$ cat src/design/csk_pkg.sv
// Shared constants, operation codes and controller/datapath structs
// for the count sketch block. No dependencies.
package csk_pkg;

  localparam int ROWS_DEF    = 4;
  localparam int COLUMNS_DEF = 1024;

  localparam logic [31:0] MM_MUL = 32'h5bd1_e995;

  // datapath operations issued by the controller
  localparam logic [3:0] OP_NONE = 4'd0;
  localparam logic [3:0] OP_CLR  = 4'd1;
  localparam logic [3:0] OP_LOAD = 4'd2;
  localparam logic [3:0] OP_INIT = 4'd3;
  localparam logic [3:0] OP_K1   = 4'd4;
  localparam logic [3:0] OP_K2   = 4'd5;
  localparam logic [3:0] OP_HM   = 4'd6;
  localparam logic [3:0] OP_TAIL = 4'd7;
  localparam logic [3:0] OP_F1   = 4'd8;
  localparam logic [3:0] OP_F2   = 4'd9;
  localparam logic [3:0] OP_MOD  = 4'd10;
  localparam logic [3:0] OP_RD   = 4'd11;
  localparam logic [3:0] OP_UPD  = 4'd12;
  localparam logic [3:0] OP_OUT  = 4'd13;

  typedef struct packed {
    logic [3:0] op;
  } csk_cmd_t;

  typedef struct packed {
    logic clear_done;
    logic any_block;
    logic more_blocks;
    logic has_tail;
    logic mod_last;
    logic last_row;
  } csk_status_t;

endpackage

$ cat src/design/csk_ctrl.sv
// Sequencing state machine for the count sketch block.
// Depends on csk_pkg for operation codes and the command/status structs.
module csk_ctrl
  import csk_pkg::*;
(
  input  logic        clk,
  input  logic        rst,
  input  logic        req_valid,
  output logic        req_ready,
  output logic        est_valid,
  input  logic        est_ready,
  input  csk_status_t status,
  output csk_cmd_t    cmd
);

  localparam logic [3:0] S_CLEAR = 4'd0;
  localparam logic [3:0] S_IDLE  = 4'd1;
  localparam logic [3:0] S_INIT  = 4'd2;
  localparam logic [3:0] S_K1    = 4'd3;
  localparam logic [3:0] S_K2    = 4'd4;
  localparam logic [3:0] S_HM    = 4'd5;
  localparam logic [3:0] S_TAIL  = 4'd6;
  localparam logic [3:0] S_F1    = 4'd7;
  localparam logic [3:0] S_F2    = 4'd8;
  localparam logic [3:0] S_MOD   = 4'd9;
  localparam logic [3:0] S_RD    = 4'd10;
  localparam logic [3:0] S_UPD   = 4'd11;
  localparam logic [3:0] S_FIN   = 4'd12;
  localparam logic [3:0] S_OUTW  = 4'd13;

  logic [3:0] state, state_next;

  always_ff @(posedge clk) begin
    if (rst) state <= S_CLEAR;
    else     state <= state_next;
  end

  always_comb begin
    state_next = state;
    cmd.op     = OP_NONE;
    req_ready  = 1'b0;
    est_valid  = 1'b0;
    unique case (state)
      S_CLEAR: begin
        cmd.op = OP_CLR;
        if (status.clear_done) state_next = S_IDLE;
      end
      S_IDLE: begin
        req_ready = 1'b1;
        if (req_valid) begin
          cmd.op     = OP_LOAD;
          state_next = S_INIT;
        end
      end
      S_INIT: begin
        cmd.op = OP_INIT;
        if (status.any_block)     state_next = S_K1;
        else if (status.has_tail) state_next = S_TAIL;
        else                      state_next = S_F1;
      end
      S_K1: begin
        cmd.op     = OP_K1;
        state_next = S_K2;
      end
      S_K2: begin
        cmd.op     = OP_K2;
        state_next = S_HM;
      end
      S_HM: begin
        cmd.op = OP_HM;
        if (status.more_blocks)   state_next = S_K1;
        else if (status.has_tail) state_next = S_TAIL;
        else                      state_next = S_F1;
      end
      S_TAIL: begin
        cmd.op     = OP_TAIL;
        state_next = S_F1;
      end
      S_F1: begin
        cmd.op     = OP_F1;
        state_next = S_F2;
      end
      S_F2: begin
        cmd.op     = OP_F2;
        state_next = S_MOD;
      end
      S_MOD: begin
        cmd.op = OP_MOD;
        if (status.mod_last) state_next = S_RD;
      end
      S_RD: begin
        cmd.op     = OP_RD;
        state_next = S_UPD;
      end
      S_UPD: begin
        cmd.op     = OP_UPD;
        state_next = status.last_row ? S_FIN : S_INIT;
      end
      S_FIN: begin
        cmd.op     = OP_OUT;
        state_next = S_OUTW;
      end
      S_OUTW: begin
        est_valid = 1'b1;
        if (est_ready) state_next = S_IDLE;
      end
      default: state_next = S_CLEAR;
    endcase
  end

endmodule

$ cat config.mk
export PLATFORM = sky130hd
export DESIGN_NAME = csk_ctrl
export DESIGN_NICKNAME = d
export VERILOG_FILES = /design/src/design/csk_pkg.sv /design/src/design/csk_ctrl.sv
export SDC_FILE = /design/constraint.sdc
export NUM_CORES = 1
export LEC_CHECK = 0
export ABC_AREA = 1
export BUFFER_PORTS_ARGS = -buffer_cell sky130_fd_sc_hd__clkbuf_2
export CAP_MARGIN = 10
export CELL_PAD_IN_SITES_DETAIL_PLACEMENT = 1
export CELL_PAD_IN_SITES_GLOBAL_PLACEMENT = 2
export CORE_MARGIN = 1.5
export CORE_UTILIZATION = 23
export CTS_BUF_LIST = sky130_fd_sc_hd__clkbuf_4 sky130_fd_sc_hd__clkbuf_8 sky130_fd_sc_hd__clkbuf_16
export DETAILED_ROUTE_END_ITERATION = 10
export PLACE_DENSITY_LB_ADDON = 0.1
export SETUP_SLACK_MARGIN = 0.4
export SLEW_MARGIN = 20
export SYNTH_ARGS = -nofsm -noshare
export SYNTH_HDL_FRONTEND = slang
export SYNTH_SLANG_ARGS = --single-unit
$ cat constraint.sdc
create_clock -name clk -period 2.31 [get_ports clk]
set_input_delay 0.1155 -clock clk [delete_from_list [all_inputs] [get_ports clk]]
set_output_delay 0.1155 -clock clk [all_outputs]
set_load 0.01 [all_outputs]
==> out/metrics.csv <==
stage,metric,value,unit
detailed_routing,wire per inst,10.60,µm
die,I/O pin total,16,
run_status,status,"complete, no violations",
setup_path,CP endpoint kind,output port,
setup_path,r2r endpoint,state[0],
finish,antenna cell count,0,
synthesis,"Seq/Total Area, Yosys",17.68,%
synthesis,Post-synth EDFFs,0,
detailed_routing,drt initial violations,1,
synthesis,most frequent cells after synthesis,"nand2_1 (24), inv_1 (15), nor2_1 (13)",
finish,Fill cells,262,
die,initial core utilization,25.40,%
power,Net Sw Frac,50.22,%
synthesis,Yosys top cell by area,nand2_1,
setup_path,CP peak stage delay,0.41,ns
run,number of max-cap violations,0,
sta,Tmin final,1.545,ns
placement,routability cong.,0.7331,
synthesis,syn nets,94,
setup_path,most frequent CP cell,inv_1,
synthesis,asr flop ratio synth,0,%
global_route,largest net degree at the start of global routing,9,
die,die width,47.38,µm
synthesis,Cells after Synth,84,
die,die span in y,47.38,µm
clock_network,setup bufs post-CTS,0,
power,power share of the clock group,15.9,%
sta,max-slew violation count,0,
global_route,grt ovf,0,
sta,final setup violation count,0,
synthesis,most instantiated library cell after synthesis,nand2_1,
finish,final net count,113,
power,pwr/cell area,923.2,mW/mm²
sta,Tcrit/Tclk final,66.87,%
clock_network,CTS tree,yes,
synthesis,Post-Syn Area,452.9,µm²
clock_network,post-CTS resize count,0,
power,Leak,0.3089,nW
clock_network,CTS Sinks,4,
finish,share of post-route cells with drive strength above 1,26.73,%
synthesis,Yosys reg bits,4,
finish,Top reg by flops,state,
sta,Tightest Pin Transition,0.3371,ns
placement,Buffers on Ports,15,
clock_network,CTS Hold Bufs,0,
worst_hold_path,worst hold path type,in2reg,
detailed_routing,via/cell ratio,4.294,
setup_path,flop2flop setup slack,0.97,ns
setup_path,largest fanout on the critical path,6,
sta,"Hold Violations, Final",0,
worst_hold_path,hold_sp,rst,
detailed_routing,DR vias,541,
detailed_routing,routed wire length,1.335,mm
finish,final core occ,32.00,%
setup_path,slowest CP cell,dfxtp_1,
die,Total Die Area,0.002244,mm²
finish,area growth from synthesis to layout,25.97,%
sta,RSZ-0062 raised after global routing,false,
setup_path,Worst Path Arrival,1.43,ns
power,switching power,264.5,µW
clock_network,Worst-path clk slew,0.04,ns
detailed_routing,Initial DRT Pass Iterations,2,
sta,Worst Clk Skew,0.002309,ns
clock_network,clk_lat worst skew,0.23,ns
finish,max FFs per register,4,
worst_hold_path,Hold Path End,state[2],
synthesis,ys flop type,dfxtp_1,
synthesis,Synthesis Warnings,0,
setup_path,Setup Crit Path Kind,reg2out,
setup_path,crit path from,state[3],
synthesis,syn avg cell area,5.392,µm²
power,Max IR drop VDD,0.3796,mV
sta,maximum clock rate,0.6474,GHz
finish,Top Registers,state: 4 flops,
sta,max_slew headroom,77.50,%
worst_hold_path,hold path cells,2,
synthesis,synth top area cells,"nand2_1 (20%), dfxtp_1 (18%), inv_1 (12%)",
detailed_routing,DRC viols,0,
clock_network,CTS buffer count,3,
global_route,All-Layer GR Usage,13.80,%
setup_path,R2R Path Start,state[0],
synthesis,Synth cell types,17,
global_route,first-pass GRT wire length,2.187,mm
die,FP Rows,15,
sta,setup TNS,0,ns
power,Internal,262.2,µW
power,share of power burned in registers,24.8,%
clock_network,H-Tree Depth,1,
global_route,initial antenna violation count,0,
setup_path,Critical Path RT,2.19,ns
clock_network,root buf cell,clkbuf_4,
placement,HPWL after detailed placement,1.159,mm
detailed_routing,Final ANT Viol Nets,0,
finish,final std cells w/o fill,126,
clock_network,clock buffer depth,2,
die,core area,0.001783,mm²
synthesis,Yosys top cell area share,19.89,%
placement,dpl cells,123,
global_route,vias in the first global route,539,
setup_path,Worst Setup Start Kind,register,
setup_path,crit-path cells,"inv_1, nand2_1, inv_1, o22ai_1, o221ai_1, clkbuf_2",
power,combinational share of power,59.3,%
setup_path,R2R depth,8,
power by group through the flow:
stage | Sequential [mW] | Combinational, mW | Clock (mW)
after floorplan | 0.106 | 0.267 | 0
final | 0.131 | 0.313 | 0.0837
after global routing | 0.137 | 0.358 | 0.0935
after CTS | 0.131 | 0.323 | 0.0877
after detailed placement | 0.132 | 0.322 | 0
after global placement | 0.131 | 0.323 | 0
cell type report:
class	instances	area, µm²	share of cell area [%]
Multi-Input combinational cell	61	294.0	51.54
Sequential cell	4	80.08	14.04
Timing Repair Buffer	15	75.07	13.16
Inverter	18	67.56	11.84
Clock buffer	3	22.52	3.947
Tap cell	25	31.28	5.482
how the worst max path moves through the flow:
stage	endpoint	slack, ns	cells past startpoint
after global routing	cmd[1]	0.61	5
after global placement	state[0]	0.96	8
after floorplan	state[3]	1.24	9
final	cmd[1]	0.77	6
after detailed placement	state[0]	0.96	8
after CTS	cmd[1]	0.74	5
worst max-delay path: cells and delay by family (launching register included):
| kind | cells | cell delay [ns] |
|---|---|---|
| AO/OA/AOI/OAI | 2 | 0.27 |
| flip-flops | 1 | 0.41 |
| AND/OR/NAND/NOR | 1 | 0.19 |
| buffers and inverters | 3 | 0.32 |
cells in the final DEF (no fill, tap or decap), types with 2 or more instances in the layout:
| cell type | n |
|---|---|
| a21oi_1 | 3 |
| clkbuf_2 | 15 |
| clkbuf_4 | 3 |
| dfxtp_1 | 4 |
| inv_1 | 15 |
| inv_2 | 3 |
| nand2_1 | 24 |
| nand3_1 | 7 |
| nor2_1 | 13 |
| nor2_2 | 2 |
| nor2_4 | 2 |
| o22ai_1 | 4 |
cell families after synthesis:
group                  count (synthesis)  synth area share, %
DFF                                    4                17.68
buffers and inverters                 19                17.40
AOI/OAI and AO/OA                     10                13.53
and+or+nand+nor                       51                51.38
layer usage:
metal / track usage (%) / wire length (µm)
met4: 6.667 / 0
met5: 0 / 0
met2: 22.43 / 647
met3: 1.538 / 63
met1: 17.95 / 624
through the flow:
stage / total power [mW] / hold slack [ns] / setup WS (ns) / instance area [µm²]
2_1_floorplan: 0.3727 / 0.1846 / 1.244 / 452.9
3_3_place_gp: 0.4538 / 0.3316 / 0.9570 / 548.0
3_5_place_dp: 0.4543 / 0.3348 / 0.9596 / 548.0
4_1_cts: 0.5420 / 0.08889 / 0.7378 / 570.5
5_1_grt: 0.5885 / 0.09906 / 0.6073 / 570.5
6_report: 0.5267 / 0.09314 / 0.7654 / 570.5
(Power assumes the default switching activity.)
